===== src/rtl/dep_pkg.sv =====
// Shared types and constants for the directory entry parser.
// No dependencies; imported by every module of the block.
package dep_pkg;

  localparam int unsigned HdrBytes = 8;
  localparam logic [7:0]  DotChar  = 8'h2E;
  localparam int unsigned MaxRes   = 3;
  localparam int unsigned QueueDepth = 4;
  localparam logic        SkipDotReset = 1'b1;

  typedef enum logic [1:0] {
    KIND_NAME    = 2'd0,
    KIND_EMPTY   = 2'd1,
    KIND_END     = 2'd2,
    KIND_CORRUPT = 2'd3
  } kind_t;

  typedef struct packed {
    logic [7:0] data_byte;
    logic       last_byte;
  } in_item_t;

  typedef struct packed {
    kind_t       kind;
    logic [7:0]  name_byte;
    logic [31:0] entry_inode;
    logic [7:0]  name_length;
    logic        name_last;
  } out_item_t;

  // Results produced by one accepted byte, in order.
  typedef struct packed {
    logic [1:0] count;
    out_item_t  r2;
    out_item_t  r1;
    out_item_t  r0;
  } res_set_t;

endpackage


===== src/rtl/dep_parse.sv =====
// Header/name/padding parser: state registers and the per-byte decode.
// Depends on dep_pkg; produces up to three results per accepted byte.
module dep_parse
  import dep_pkg::*;
#(
  parameter logic SKIP_RESET = SkipDotReset
) (
  input  logic     clk,
  input  logic     rst,
  input  logic     accept,
  input  in_item_t in_data,
  input  logic     cfg_we,
  input  logic     cfg_data,
  output res_set_t res
);

  typedef enum logic [1:0] {
    PH_HEADER = 2'd0,
    PH_NAME   = 2'd1,
    PH_SKIP   = 2'd2,
    PH_STOP   = 2'd3
  } phase_t;

  phase_t      phase, phase_next;
  logic [2:0]  header_index, header_index_next;
  logic [31:0] inode_reg, inode_reg_next;
  logic [15:0] record_length, record_length_next;
  logic [7:0]  name_size_reg, name_size_reg_next;
  logic [7:0]  name_index, name_index_next;
  logic [15:0] skip_remaining, skip_remaining_next;
  logic        held_dot, held_dot_next;
  logic        skip_dot;

  out_item_t   slot [MaxRes];
  logic [1:0]  n;

  function automatic out_item_t mk(kind_t k, logic [7:0] b, logic [31:0] ino,
                                   logic [7:0] nl, logic last);
    out_item_t r;
    r.kind = k;
    r.name_byte = b;
    r.entry_inode = ino;
    r.name_length = nl;
    r.name_last = last;
    return r;
  endfunction

  always_comb begin
    logic [7:0]  b;
    logic        final_byte;
    logic [15:0] skip_dec;
    b = in_data.data_byte;
    final_byte = 1'b0;
    skip_dec = 16'd0;
    phase_next = phase;
    header_index_next = header_index;
    inode_reg_next = inode_reg;
    record_length_next = record_length;
    name_size_reg_next = name_size_reg;
    name_index_next = name_index;
    skip_remaining_next = skip_remaining;
    held_dot_next = held_dot;
    n = 2'd0;
    for (int k = 0; k < MaxRes; k++) slot[k] = '0;

    unique case (phase)
      PH_HEADER: begin
        unique case (header_index)
          3'd0: inode_reg_next[7:0]   = b;
          3'd1: inode_reg_next[15:8]  = b;
          3'd2: inode_reg_next[23:16] = b;
          3'd3: inode_reg_next[31:24] = b;
          3'd4: record_length_next[7:0]  = b;
          3'd5: record_length_next[15:8] = b;
          3'd6: name_size_reg_next = b;
          default: ;
        endcase
        if (header_index != 3'd7) begin
          header_index_next = header_index + 3'd1;
        end else begin
          header_index_next = 3'd0;
          if (record_length == 16'd0) begin
            slot[n] = mk(KIND_END, 8'd0, 32'd0, 8'd0, 1'b0);
            n = n + 2'd1;
            phase_next = PH_STOP;
          end else if (record_length < 16'(HdrBytes)) begin
            slot[n] = mk(KIND_CORRUPT, 8'd0, 32'd0, 8'd0, 1'b0);
            n = n + 2'd1;
            phase_next = PH_STOP;
          end else if (inode_reg == 32'd0) begin
            skip_remaining_next = record_length - 16'(HdrBytes);
            phase_next = (skip_remaining_next != 16'd0) ? PH_SKIP : PH_HEADER;
          end else if ({1'b0, record_length} < ({9'd0, name_size_reg} + 17'(HdrBytes))) begin
            slot[n] = mk(KIND_CORRUPT, 8'd0, 32'd0, 8'd0, 1'b0);
            n = n + 2'd1;
            phase_next = PH_STOP;
          end else begin
            skip_remaining_next = record_length - 16'(HdrBytes) - {8'd0, name_size_reg};
            name_index_next = 8'd0;
            held_dot_next = 1'b0;
            if (name_size_reg == 8'd0) begin
              slot[n] = mk(KIND_EMPTY, 8'd0, inode_reg, 8'd0, 1'b1);
              n = n + 2'd1;
              phase_next = (skip_remaining_next != 16'd0) ? PH_SKIP : PH_HEADER;
            end else begin
              phase_next = PH_NAME;
            end
          end
        end
      end
      PH_NAME: begin
        final_byte = ({1'b0, name_index} + 9'd1) >= {1'b0, name_size_reg};
        if (skip_dot && b == DotChar && name_index == 8'd0 && name_size_reg <= 8'd2) begin
          // hold a leading dot until the second byte decides
          if (name_size_reg == 8'd2) held_dot_next = 1'b1;
        end else if (held_dot) begin
          held_dot_next = 1'b0;
          if (b != DotChar) begin
            slot[n] = mk(KIND_NAME, DotChar, inode_reg, name_size_reg, 1'b0);
            n = n + 2'd1;
            slot[n] = mk(KIND_NAME, b, inode_reg, name_size_reg, final_byte);
            n = n + 2'd1;
          end
        end else begin
          slot[n] = mk(KIND_NAME, b, inode_reg, name_size_reg, final_byte);
          n = n + 2'd1;
        end
        name_index_next = name_index + 8'd1;
        if (final_byte) begin
          name_index_next = 8'd0;
          held_dot_next = 1'b0;
          phase_next = (skip_remaining != 16'd0) ? PH_SKIP : PH_HEADER;
        end
      end
      PH_SKIP: begin
        skip_dec = (skip_remaining != 16'd0) ? skip_remaining - 16'd1 : skip_remaining;
        skip_remaining_next = skip_dec;
        if (skip_dec == 16'd0) phase_next = PH_HEADER;
      end
      PH_STOP: ;
      default: ;
    endcase

    if (in_data.last_byte) begin
      if (phase_next == PH_NAME) begin
        slot[n] = mk(KIND_CORRUPT, 8'd0, 32'd0, 8'd0, 1'b0);
        n = n + 2'd1;
      end else if (phase_next != PH_STOP) begin
        slot[n] = mk(KIND_END, 8'd0, 32'd0, 8'd0, 1'b0);
        n = n + 2'd1;
      end
      // restart at a header
      phase_next = PH_HEADER;
      header_index_next = 3'd0;
      inode_reg_next = 32'd0;
      record_length_next = 16'd0;
      name_size_reg_next = 8'd0;
      name_index_next = 8'd0;
      skip_remaining_next = 16'd0;
      held_dot_next = 1'b0;
    end
  end

  always_comb begin
    res.count = accept ? n : 2'd0;
    res.r0 = slot[0];
    res.r1 = slot[1];
    res.r2 = slot[2];
  end

  always_ff @(posedge clk) begin
    if (rst) begin
      phase <= PH_HEADER;
      header_index <= 3'd0;
      inode_reg <= 32'd0;
      record_length <= 16'd0;
      name_size_reg <= 8'd0;
      name_index <= 8'd0;
      skip_remaining <= 16'd0;
      held_dot <= 1'b0;
      skip_dot <= SKIP_RESET;
    end else begin
      if (accept) begin
        phase <= phase_next;
        header_index <= header_index_next;
        inode_reg <= inode_reg_next;
        record_length <= record_length_next;
        name_size_reg <= name_size_reg_next;
        name_index <= name_index_next;
        skip_remaining <= skip_remaining_next;
        held_dot <= held_dot_next;
      end
      if (cfg_we) skip_dot <= cfg_data;
    end
  end

endmodule


===== src/rtl/dep_outq.sv =====
// Result queue: shift-style buffer of QueueDepth results, up to three pushed per cycle.
// Depends on dep_pkg; head slot drives the output request.
module dep_outq
  import dep_pkg::*;
(
  input  logic      clk,
  input  logic      rst,
  input  res_set_t  push,
  output logic      space,
  output logic      out_valid,
  input  logic      out_ready,
  output out_item_t out_data
);

  out_item_t  q [QueueDepth];
  out_item_t  q_next [QueueDepth];
  logic [2:0] count, count_next;
  logic       pop;

  assign out_valid = (count != 3'd0);
  assign out_data  = q[0];
  assign pop       = out_valid && out_ready;
  // room for a full burst of results
  assign space     = (count <= 3'd1);

  always_comb begin
    out_item_t  shifted [QueueDepth];
    out_item_t  pick;
    logic [2:0] base;
    logic [2:0] off;
    base = count - {2'd0, pop};
    for (int k = 0; k < QueueDepth; k++) begin
      shifted[k] = (pop && k < QueueDepth - 1) ? q[(k + 1) % QueueDepth] : q[k];
    end
    for (int k = 0; k < QueueDepth; k++) begin
      off = 3'(k) - base;
      case (off[1:0])
        2'd0:    pick = push.r0;
        2'd1:    pick = push.r1;
        default: pick = push.r2;
      endcase
      if (3'(k) >= base && off < {1'b0, push.count}) begin
        q_next[k] = pick;
      end else begin
        q_next[k] = shifted[k];
      end
    end
    count_next = base + {1'b0, push.count};
  end

  always_ff @(posedge clk) begin
    if (rst) begin
      count <= 3'd0;
    end else begin
      count <= count_next;
    end
  end

  always_ff @(posedge clk) begin
    for (int k = 0; k < QueueDepth; k++) q[k] <= q_next[k];
  end

endmodule


===== src/rtl/directory_entry_parser_core.sv =====
// Channel  | dir | handshake            | payload
// in       | in  | in_valid / in_ready  | in_data  (data_byte, last_byte)
// out      | out | out_valid / out_ready| out_data (kind, name_byte, entry_inode,
//          |     |                      |           name_length, name_last)
// cfg      | in  | cfg_valid / cfg_ready| cfg_data (skip_dot_entries)
//
// One byte is accepted per cycle while in_ready is high; its results (zero to three)
// land in a four-entry result queue in the same edge and leave one per cycle while
// out_ready is high. in_ready is high while the queue holds at most one result.
// Reset (synchronous) empties the queue, returns the parser to a header and sets
// skip_dot_entries to SKIP_RESET. cfg_ready is always high.
// Depends on dep_pkg, dep_parse and dep_outq.
module directory_entry_parser_core
  import dep_pkg::*;
#(
  parameter logic SKIP_RESET = SkipDotReset
) (
  input  logic      clk,
  input  logic      rst,
  input  logic      in_valid,
  output logic      in_ready,
  input  in_item_t  in_data,
  output logic      out_valid,
  input  logic      out_ready,
  output out_item_t out_data,
  input  logic      cfg_valid,
  output logic      cfg_ready,
  input  logic      cfg_data
);

  res_set_t res;
  logic     space;
  logic     accept;

  assign in_ready  = space;
  assign accept    = in_valid && space;
  assign cfg_ready = 1'b1;

  dep_parse #(
    .SKIP_RESET(SKIP_RESET)
  ) u_parse (
    .clk     (clk),
    .rst     (rst),
    .accept  (accept),
    .in_data (in_data),
    .cfg_we  (cfg_valid),
    .cfg_data(cfg_data),
    .res     (res)
  );

  dep_outq u_outq (
    .clk      (clk),
    .rst      (rst),
    .push     (res),
    .space    (space),
    .out_valid(out_valid),
    .out_ready(out_ready),
    .out_data (out_data)
  );

endmodule

===== config.mk =====
export PLATFORM = sky130hd
export DESIGN_NAME = directory_entry_parser_core
export DESIGN_NICKNAME = d
export VERILOG_FILES = /design/src/rtl/dep_pkg.sv /design/src/rtl/dep_parse.sv /design/src/rtl/dep_outq.sv /design/src/rtl/directory_entry_parser_core.sv
export SDC_FILE = /design/constraint.sdc
export NUM_CORES = 1
export LEC_CHECK = 0
export ABC_AREA = 1
export ABC_CLOCK_PERIOD_IN_PS = 20200
export BUFFER_PORTS_ARGS = -buffer_cell sky130_fd_sc_hd__buf_4
export CAP_MARGIN = 10
export CORE_MARGIN = 2
export CORE_UTILIZATION = 45
export DETAILED_ROUTE_END_ITERATION = 12
export RECOVER_POWER = 25
export SLEW_MARGIN = 20
export SYNTH_ARGS = -nofsm -noshare
export SYNTH_HDL_FRONTEND = slang
export SYNTH_SLANG_ARGS = --single-unit

===== constraint.sdc =====
create_clock -name clk -period 20.2 [get_ports clk]
set_input_delay 6.06 -clock clk [delete_from_list [all_inputs] [get_ports clk]]
set_output_delay 6.06 -clock clk [all_outputs]
set_load 0.01 [all_outputs]

==> results of run 1 <==
[layer usage]
layer  routed length [microns]  global-route usage  vias up
li1                          -                   -     8038
met5                         0                   0        -
met2                     29190              0.4576      809
met1                     24660              0.3585     8192
met3                      5118             0.04851      104
met4                      1415             0.07808        0
[final timing paths]
check                           slack [ps]                             startpoint                            end  depth (start not counted)
worst min register to register         500          u_parse.skip_dot$_SDFFE_PP1P_  u_parse.skip_dot$_SDFFE_PP1P_                          2
worst max-delay path                  6700                             in_data[0]      u_outq.q[0][42]$_DFFE_PP_                          6
worst max register to register       13070  u_parse.record_length[3]$_SDFFE_PP0P_      u_outq.q[1][27]$_DFFE_PP_                         24
worst min-delay path                   500          u_parse.skip_dot$_SDFFE_PP1P_  u_parse.skip_dot$_SDFFE_PP1P_                          2
[cells in the final DEF (no fill, tap or decap), types with 39 or more instances in the layout]
master and instances:
nand2_1 283, o21ai_0 240, edfxtp_1 204, nor2_1 193
inv_1 171, a21oi_1 142, a22o_1 96, dfxtp_1 90
o211ai_1 89, nand3_1 84, nand4_1 75, clkbuf_1 64
nor4_1 55, ha_1 54, or2_2 45, a31oi_1 39
buf_4 39
[stage by stage]
step	hold slack, ps	cell area (sq um)	instances	utilization
6_report	500.5	20180	2768	0.4954
3_3_place_gp	488.4	19290	2703	0.4734
3_5_place_dp	500.5	19290	2703	0.4734
4_1_cts	509.0	20400	2767	0.5007
5_1_grt	540.7	20180	2767	0.4953
2_1_floorplan	462.2	18560	2251	-
[logic make-up after synthesis]
| family | share of synthesized area |
|---|---|
| AND/OR/NAND/NOR | 0.2150 |
| AO/OA/AOI/OAI | 0.2286 |
| buffers and inverters | 0.07577 |
| flip-flops | 0.4271 |
| adder cells (fa/ha/maj) | 0.04058 |
| XOR/XNOR | 0.01267 |
| other | 0.0002020 |
[worst max-delay path, stage by stage]
cell and delay [ps]:
clkbuf_1 1330, clkinvlp_2 2470, clkbuf_1 1990, o21ai_0 1430, o21ai_0 220, a22o_1 220
[power breakdown]
| part | internal, mW | leakage [nW] | switching (mW) |
|---|---|---|---|
| clock | 0.361 | 0.548 | 0.261 |
| combinational | 0.508 | 3.93 | 1.37 |
| sequential | 1.11 | 2.69 | 0.0981 |
[final cells by class]
class / instances / share of cell area
Clock inverter: 16 / 0.005456
Antenna cell: 1 / 0.0001240
Timing Repair Buffer: 96 / 0.02511
Tap cell: 532 / 0.03298
Multi-Input combinational cell: 1597 / 0.4596
Inverter: 184 / 0.03435
Clock buffer: 48 / 0.04960
Sequential cell: 294 / 0.3928
==> flow_metrics.env, run 1 <==
export IMPL_cts_tree="built"
export IMPL_relSlewSlack=-1.938
export IMPL_grtUsageTotal=0.2719
export IMPL_synth_common_cells="285 x nand2_1, 239 x o21ai_0, 204 x edfxtp_1"
export IMPL_h_tree_depth=2
export IMPL_syn_area_per_cell_sq_um=8.245
export IMPL_io_pins=69
export IMPL_area_delta_synth_final_pct=8.737
export IMPL_syn_cell_area_sq_um=18560
export IMPL_grt_pass1_wl_microns=92950
export IMPL_worstSetupEndpointType="flip-flop"
export IMPL_cts_sinks=294
export IMPL_async_flop_share=0
export IMPL_syn_nets=2325
export IMPL_outcome="finished with violations"
export IMPL_synth_area_top_cells="edfxtp_1 33%, dfxtp_1 9.7%, o21ai_0 6.4%, nand2_1 5.8%, a22o_1 4.5%"
export IMPL_fin_skew_ps=21.96
export IMPL_maxSlewViolCount=301
export IMPL_synth_edf_count=204
export IMPL_finalCritPeriodShare=0.6681
export IMPL_fill_cells=3977
export IMPL_viasPerCell=6.193
export IMPL_synth_most_common_cell="nand2_1"
export IMPL_worstSkewPairLatency_ps=560
export IMPL_routed_wl_microns=60390
export IMPL_dp_slack_ps=8961
export IMPL_postCtsSetupBuffers=0
export IMPL_peakVddDrop_uv=192.8
export IMPL_seq_area_sq_um=7928
export IMPL_largest_reg_flops=204
export IMPL_hold_buffers=0
export IMPL_cts_root_buffer="clkbuf_16"
export IMPL_antenna_found_initial=1
export IMPL_synth_top_area_share=0.3301
export IMPL_synth_seq_area_share=0.4271
export IMPL_timing_final_hold_violations=0
export IMPL_dp_hpwl_microns=38460
export IMPL_critPathKind="primary input to flip-flop"
export IMPL_ys_ff_latch=294
export IMPL_critPathArrivalTime_ps=13790
export IMPL_dieWidth_microns=207.1
export IMPL_row_count=74
export IMPL_min_period_ps=13500
export IMPL_p_total_mw=3.707
export IMPL_hold_class="flip-flop to flip-flop"
export IMPL_yosys_warnings=0
export IMPL_drc=0
export IMPL_dieHeight_microns=207.1
export IMPL_ctsResizeCount=0
export IMPL_die_area_sq_um=42890
export IMPL_routabilityCongestion=0.9162
export IMPL_required_ps=20490
export IMPL_setup_violations=0
export IMPL_grt_max_degree=99
export IMPL_fin_tns_setup_ps=0
export IMPL_violations="capacitance limit, slew limit"
export IMPL_leakage_nw=7.164
export IMPL_tightest_slew_ps=4408
export IMPL_multi_input_area_sq_um=9275
export IMPL_path_max_fanout=98
export IMPL_ant_nets=0
export IMPL_clock_fmax_ghz=0.07409
export IMPL_num_vias=17140
export IMPL_grt_ovfl_total=0
export IMPL_grt_pass1_vias=16000
export IMPL_synthFlopType="edfxtp_1"
export IMPL_avgRoutedWirePerCell_microns=21.82
export IMPL_core_sq_um=40740
export IMPL_portBuffers=67
export IMPL_worst_slack_ps=6704
export IMPL_drt_initial_drc_count=1749
export IMPL_cts_buffer_depth=3
export IMPL_start_util=0.4556
export IMPL_powerDensity_nw_per_um2=183.7
export IMPL_crit_path_start_kind="primary input"
export IMPL_cap_violations=6
export IMPL_ys_types=56
export IMPL_clkSlewWorstSetupHoldPaths_ps=60
export IMPL_syn_inst=2251
export IMPL_rsz0062_at_grt="no"
export IMPL_drt_pass1_iterations=5
export IMPL_nNetsFinal=2282
export IMPL_synth_top_cell_by_area="edfxtp_1"
export IMPL_cts_buffers=35
export IMPL_drive_gt1_frac=0.09620
Power figures use the tool's default switching activity.
==> run 2: changes to the inputs <==
ABC_AREA = 0   (was 1)
ABC_CLOCK_PERIOD_IN_PS = 11700   (was 20200)
clock period = 11.7 ns   (was 20.2 ns; I/O delays follow)
==> flow_metrics.env, run 2 <==
export IMPL_clock_fmax_ghz=0.1155
export IMPL_fin_tns_setup_ps=0
export IMPL_grt_pass1_vias=10780
export IMPL_n_antenna_cell=0
export IMPL_routed_wl_microns=40400
export IMPL_h_tree_depth=1
export IMPL_synth_xor_area_frac=0.02608
export IMPL_drt_initial_drc_count=1155
export IMPL_syn_cell_area_sq_um=15450
export IMPL_io_pins=69
export IMPL_row_count=67
export IMPL_cap_violations=1
export IMPL_critPathCapture="u_outq.q[2][33]$_DFFE_PP_"
export IMPL_yosys_area_share_simple=0.1592
export IMPL_syn_area_per_cell_sq_um=10.79
export IMPL_critPathMaxStageDelay_ps=960
export IMPL_outcome="finished with violations"
export IMPL_drt_pass1_iterations=5
export IMPL_holdWs_ps=481.1
export IMPL_required_ps=12150
export IMPL_setup_violations=0
export IMPL_reg2regPathDepth=23
export IMPL_synth_area_top_cells="edfxtp_1 40%, dfxtp_1 12%, a22o_1 5.7%, ha_1 4.6%, mux2i_1 4.0%"
export IMPL_finalCritPeriodShare=0.7399
export IMPL_maxSlewViolCount=91
export IMPL_die_area_sq_um=35830
export IMPL_synthMuxAreaShare=0.04090
export IMPL_seq_area_sq_um=7928
export IMPL_grtUsageTotal=0.2215
export IMPL_postCtsSetupBuffers=0
export IMPL_cts_buffer_depth=3
export IMPL_antenna_found_initial=0
export IMPL_critPathTopFamily="simple AND/OR/NAND/NOR gates"
export IMPL_rr_endpoint="u_outq.q[2][33]$_DFFE_PP_"
export IMPL_synth_seq_area_share=0.5132
export IMPL_worstPathCellList="buf_4 -> nand4b_1 -> nor4_1 -> and4_1 -> or2_2 -> nor2_1 -> nor2_1 -> ha_1 -> mux2i_1 -> nand2_1 -> ha_1 -> a21oi_1 -> nand3_2 -> buf_4 -> nor2_1 -> and2_1 -> a32o_1 -> buf_4 -> a22o_1"
export IMPL_grt_ovfl_total=0
export IMPL_cts_tree="built"
export IMPL_synth_fa_ha_area_frac=0.04876
export IMPL_grt_pass1_wl_microns=62660
export IMPL_leakage_nw=6.402
export IMPL_violations="capacitance limit, slew limit"
export IMPL_min_period_ps=8657
export IMPL_layout_common_cells="204 x edfxtp_1, 128 x nor2_1, 99 x a22o_1"
export IMPL_start_util=0.4584
export IMPL_viasPerCell=6.011
export IMPL_clkSlewWorstSetupHoldPaths_ps=60
export IMPL_syn_nets=1506
export IMPL_grt_max_degree=91
export IMPL_powerDensity_nw_per_um2=291.9
export IMPL_ant_nets=0
export IMPL_largest_reg_flops=204
export IMPL_routabilityCongestion=0.8498
export IMPL_avgRoutedWirePerCell_microns=21.01
export IMPL_dieHeight_microns=189.3
export IMPL_ctsResizeCount=0
export IMPL_cts_root_buffer="clkbuf_16"
export IMPL_multi_input_area_sq_um=6992
export IMPL_cts_buffers=30
export IMPL_synth_common_cells="204 x edfxtp_1, 129 x nor2_1, 100 x a22o_1"
export IMPL_critPathBufInv=3
export IMPL_dieWidth_microns=189.3
export IMPL_nNetsFinal=1525
export IMPL_slowest_stage="nor2_1"
export IMPL_crit_path_start_kind="primary input"
export IMPL_area_delta_synth_final_pct=10.86
export IMPL_relSlewSlack=-1.891
export IMPL_syn_inst=1432
export IMPL_final_common_cell="edfxtp_1"
export IMPL_worstSetupEndpointType="flip-flop"
export IMPL_tightest_slew_ps=4336
export IMPL_rsz0062_at_grt="no"
export IMPL_synthFlopType="edfxtp_1"
export IMPL_peakVddDrop_uv=374.8
export IMPL_p_total_mw=5.000
export IMPL_critPathKind="primary input to flip-flop"
export IMPL_synth_edf_count=204
export IMPL_synth_top_area_share=0.3965
export IMPL_ys_ff_latch=294
export IMPL_timing_final_hold_violations=0
export IMPL_r2r_start="u_parse.name_index[0]$_SDFFE_PP0P_"
export IMPL_hold_buffers=0
export IMPL_fin_skew_ps=9.962
export IMPL_fill_cells=3101
export IMPL_async_flop_share=0
export IMPL_cp_depth=19
export IMPL_path_max_fanout=60
export IMPL_synth_most_common_cell="edfxtp_1"
export IMPL_crit_path_start="in_data[1]"
export IMPL_synth_top_family_by_area="compound AO/OA/AOI/OAI gates"
export IMPL_ys_types=73
export IMPL_drive_gt1_frac=0.08136
export IMPL_drc=0
export IMPL_synth_top_cell_by_area="edfxtp_1"
export IMPL_reg2reg_slack_ps=4370
export IMPL_cts_sinks=294
export IMPL_portBuffers=67
export IMPL_hold_start="u_parse.skip_remaining[10]$_SDFFE_PP0P_"
export IMPL_synth_compound_area_share=0.1749
export IMPL_critPathArrivalTime_ps=9100
export IMPL_dp_hpwl_microns=26080
export IMPL_num_vias=11560
export IMPL_core_sq_um=33700
export IMPL_yosys_warnings=0
export IMPL_hold_class="flip-flop to flip-flop"
export IMPL_worstSkewPairLatency_ps=580
-- run 2: cell count changes after synthesis, sizes merged, moves of 81 or more --
cell / before / now
o21ai: 273 / 34
inv: 181 / 45
nand3: 115 / 26
nand2: 295 / 91
nor2: 211 / 130
o211ai: 89 / 2
-- run 2: per-stage QoR --
stage	utilization	cells	worst slack (ps)	area [sq um]
after floorplan	-	1432	3543	15450
after global placement	0.4827	1867	2764	16270
after detailed placement	0.4827	1867	2443	16270
after CTS	0.5138	1923	2999	17310
after global routing	0.5082	1923	2796	17130
final	0.5082	1923	3043	17130
-- run 2: cell families after synthesis --
logic type               after synthesis
XOR/XNOR                              46
other                                  1
buffers and inverters                142
adder cells (fa/ha/maj)               59
AO/OA/AOI/OAI                        350
flip-flops                           294
AND/OR/NAND/NOR                      477
multiplexers                          63
-- run 2: area by class of cell --
class | count | area share
Timing Repair Buffer | 84 | 0.02520
Tap cell | 448 | 0.03273
Multi-Input combinational cell | 996 | 0.4082
Sequential cell | 294 | 0.4629
Clock buffer | 32 | 0.04486
Inverter | 45 | 0.009863
Clock inverter | 24 | 0.01622
-- run 2: how the worst min path moves through the flow --
stage               cells after the start                                 endpoint  slack [ps]
floorplan                               2  u_parse.skip_remaining[10]$_SDFFE_PP0P_         450
global placement                        2  u_parse.skip_remaining[10]$_SDFFE_PP0P_         470
detailed placement                      2  u_parse.skip_remaining[10]$_SDFFE_PP0P_         480
CTS                                     2  u_parse.skip_remaining[10]$_SDFFE_PP0P_         490
global route                            2       u_parse.name_index[1]$_SDFFE_PP0P_         520
finish                                  2  u_parse.skip_remaining[10]$_SDFFE_PP0P_         480
-- run 2: routing by layer --
metal  track usage  part of all wire  vias up
met2        0.3697              0.48      353
met3       0.02910             0.064       47
met1        0.3084              0.45     5682
li1              -                 -     5477
met5             0                 0        -
met4       0.04890             0.014        0
-- run 2: worst min-delay path, delay by kind of cell (launching register included) --
family             cells  cell delay (ps)
DFF                    1              330
and+or+nand+nor        1               60
AOI/OAI and AO/OA      1               50
-- run 2: where the power goes --
group / switching, mW / leakage, nW / internal [mW]
Combinational: 1.33 / 3.21 / 0.696
Clock: 0.422 / 0.514 / 0.589
Sequential: 0.138 / 2.67 / 1.83
==> run 3: changes to the inputs <==
ABC_AREA = 1   (was 0)
ABC_CLOCK_PERIOD_IN_PS = 7320   (was 11700)
clock period = 7.32 ns   (was 11.7 ns; I/O delays follow)
==> flow_metrics.env, run 3 (synthesized netlist as in run 1, its figures left out) <==
export IMPL_timing_final_hold_violations=0
export IMPL_grt_ovfl_total=0
export IMPL_relSlewSlack=-1.097
export IMPL_hold_buffers=0
export IMPL_setup_violations=0
export IMPL_die_area_sq_um=42890
export IMPL_core_sq_um=40740
export IMPL_io_pins=69
export IMPL_finalCritPeriodShare=0.8856
export IMPL_drc=0
export IMPL_viasPerCell=6.219
export IMPL_cts_root_buffer="clkbuf_16"
export IMPL_grt_pass1_vias=16350
export IMPL_postCtsSetupBuffers=0
export IMPL_fin_tns_setup_ps=0
export IMPL_placed_area_sq_um=19350
export IMPL_holdWs_ps=503.4
export IMPL_tightest_slew_ps=3146
export IMPL_critPathKind="primary input to flip-flop"
export IMPL_rsz0062_at_grt="no"
export IMPL_place_inst=2705
export IMPL_grtUsageTotal=0.2761
export IMPL_layout_common_cells="282 x nand2_1, 240 x o21ai_0, 204 x edfxtp_1"
export IMPL_peakVddDrop_uv=517.2
export IMPL_required_ps=7690
export IMPL_final_core_util=0.4952
export IMPL_grt_pass1_wl_microns=94580
export IMPL_routed_wl_microns=60690
export IMPL_routabilityCongestion=0.9280
export IMPL_worst_slack_ps=837.2
export IMPL_cts_buffers=34
export IMPL_area_delta_synth_final_pct=8.696
export IMPL_antenna_found_initial=1
export IMPL_final_common_cell="nand2_1"
export IMPL_h_tree_depth=2
export IMPL_maxSlewViolCount=120
export IMPL_fin_area_sq_um=20170
export IMPL_powerDensity_nw_per_um2=510.3
export IMPL_clkSlewWorstSetupHoldPaths_ps=60
export IMPL_leakage_nw=7.150
export IMPL_dp_hpwl_microns=37560
export IMPL_ctsResizeCount=0
export IMPL_drt_initial_drc_count=1772
export IMPL_avgRoutedWirePerCell_microns=21.94
export IMPL_fin_cells=2766
export IMPL_portBuffers=67
export IMPL_drive_gt1_frac=0.09628
export IMPL_largest_reg_flops=204
export IMPL_num_vias=17200
export IMPL_hold_class="flip-flop to flip-flop"
export IMPL_dieWidth_microns=207.1
export IMPL_worstSetupEndpointType="flip-flop"
export IMPL_dp_slack_ps=637.1
export IMPL_grt_max_degree=91
export IMPL_dieHeight_microns=207.1
export IMPL_violations="capacitance limit, slew limit"
export IMPL_outcome="finished with violations"
export IMPL_critPathArrivalTime_ps=6850
export IMPL_path_max_fanout=87
export IMPL_start_util=0.4556
export IMPL_row_count=74
export IMPL_crit_path_start_kind="primary input"
export IMPL_ant_nets=0
export IMPL_cap_violations=3
export IMPL_worstSkewPairLatency_ps=550
export IMPL_cts_tree="built"
export IMPL_fin_skew_ps=17.25
export IMPL_p_total_mw=10.29
export IMPL_cts_sinks=294
export IMPL_clock_fmax_ghz=0.1543
export IMPL_drt_pass1_iterations=6
export IMPL_min_period_ps=6483
export IMPL_nNetsFinal=2283
export IMPL_cts_buffer_depth=3
[run 3: changes by cell type in the layout (fill, tap and decap cells not counted), moves of 30 or more]
cell	previous run	this run
or2_2	7	45
nand2_1	88	282
and2_1	47	1
nand3_1	25	84
nand4_1	16	75
o211ai_1	2	89
a31oi_1	8	39
nor4_1	23	55
inv_1	44	170
nand3_2	1	31
nor2_1	128	194
a21oi_1	65	142
mux2i_1	62	0
o21ai_0	32	240
[run 3: where the power goes]
group          total [mW]  internal, mW  switching (mW)  leakage (nW)
Clock                1.64         0.918           0.718         0.508
Combinational        5.34          1.47            3.87          3.95
Sequential           3.31          3.06           0.251          2.69
Total                10.3          5.45            4.84          7.15
[run 3: per-layer routing]
| metal | wire (microns) | up-vias | part of all wire | GRT usage |
|---|---|---|---|---|
| met5 | 0 | - | 0 | 0 |
| met4 | 1989 | 0 | 0.033 | 0.1150 |
| met3 | 5670 | 139 | 0.093 | 0.05412 |
| met2 | 28350 | 864 | 0.47 | 0.4516 |
| met1 | 24690 | 8169 | 0.41 | 0.3576 |
| li1 | - | 8031 | - | - |
[run 3: cell type report]
cell class	count	area (sq um)
Fill cell	3998	20560
Multi-Input combinational cell	1597	9275
Clock inverter	12	75.07
Timing Repair Buffer	98	579.3
Sequential cell	294	7928
Clock buffer	48	955.9
Antenna cell	1	2.502
Inverter	184	693.2
Tap cell	532	665.6
[run 3: path summary, 6_finish.rpt]
kind              slack (ps)                              startpoint                                      to  cells past startpoint
setup / recovery         840                              in_data[0]               u_outq.q[1][15]$_DFFE_PP_                      7
hold / removal           500  u_parse.skip_remaining[1]$_SDFFE_PP0P_  u_parse.skip_remaining[1]$_SDFFE_PP0P_                      2
setup reg to reg         880   u_parse.record_length[3]$_SDFFE_PP0P_                u_outq.q[0][8]$_DFFE_PP_                     28
hold reg to reg          500  u_parse.skip_remaining[1]$_SDFFE_PP0P_  u_parse.skip_remaining[1]$_SDFFE_PP0P_                      2
[run 3: critical path: stages]
cell,delay (ps)
buf_4,240
clkinvlp_2,140
clkbuf_1,2210
buf_4,960
o21ai_0,330
or2_2,340
a31oi_1,240
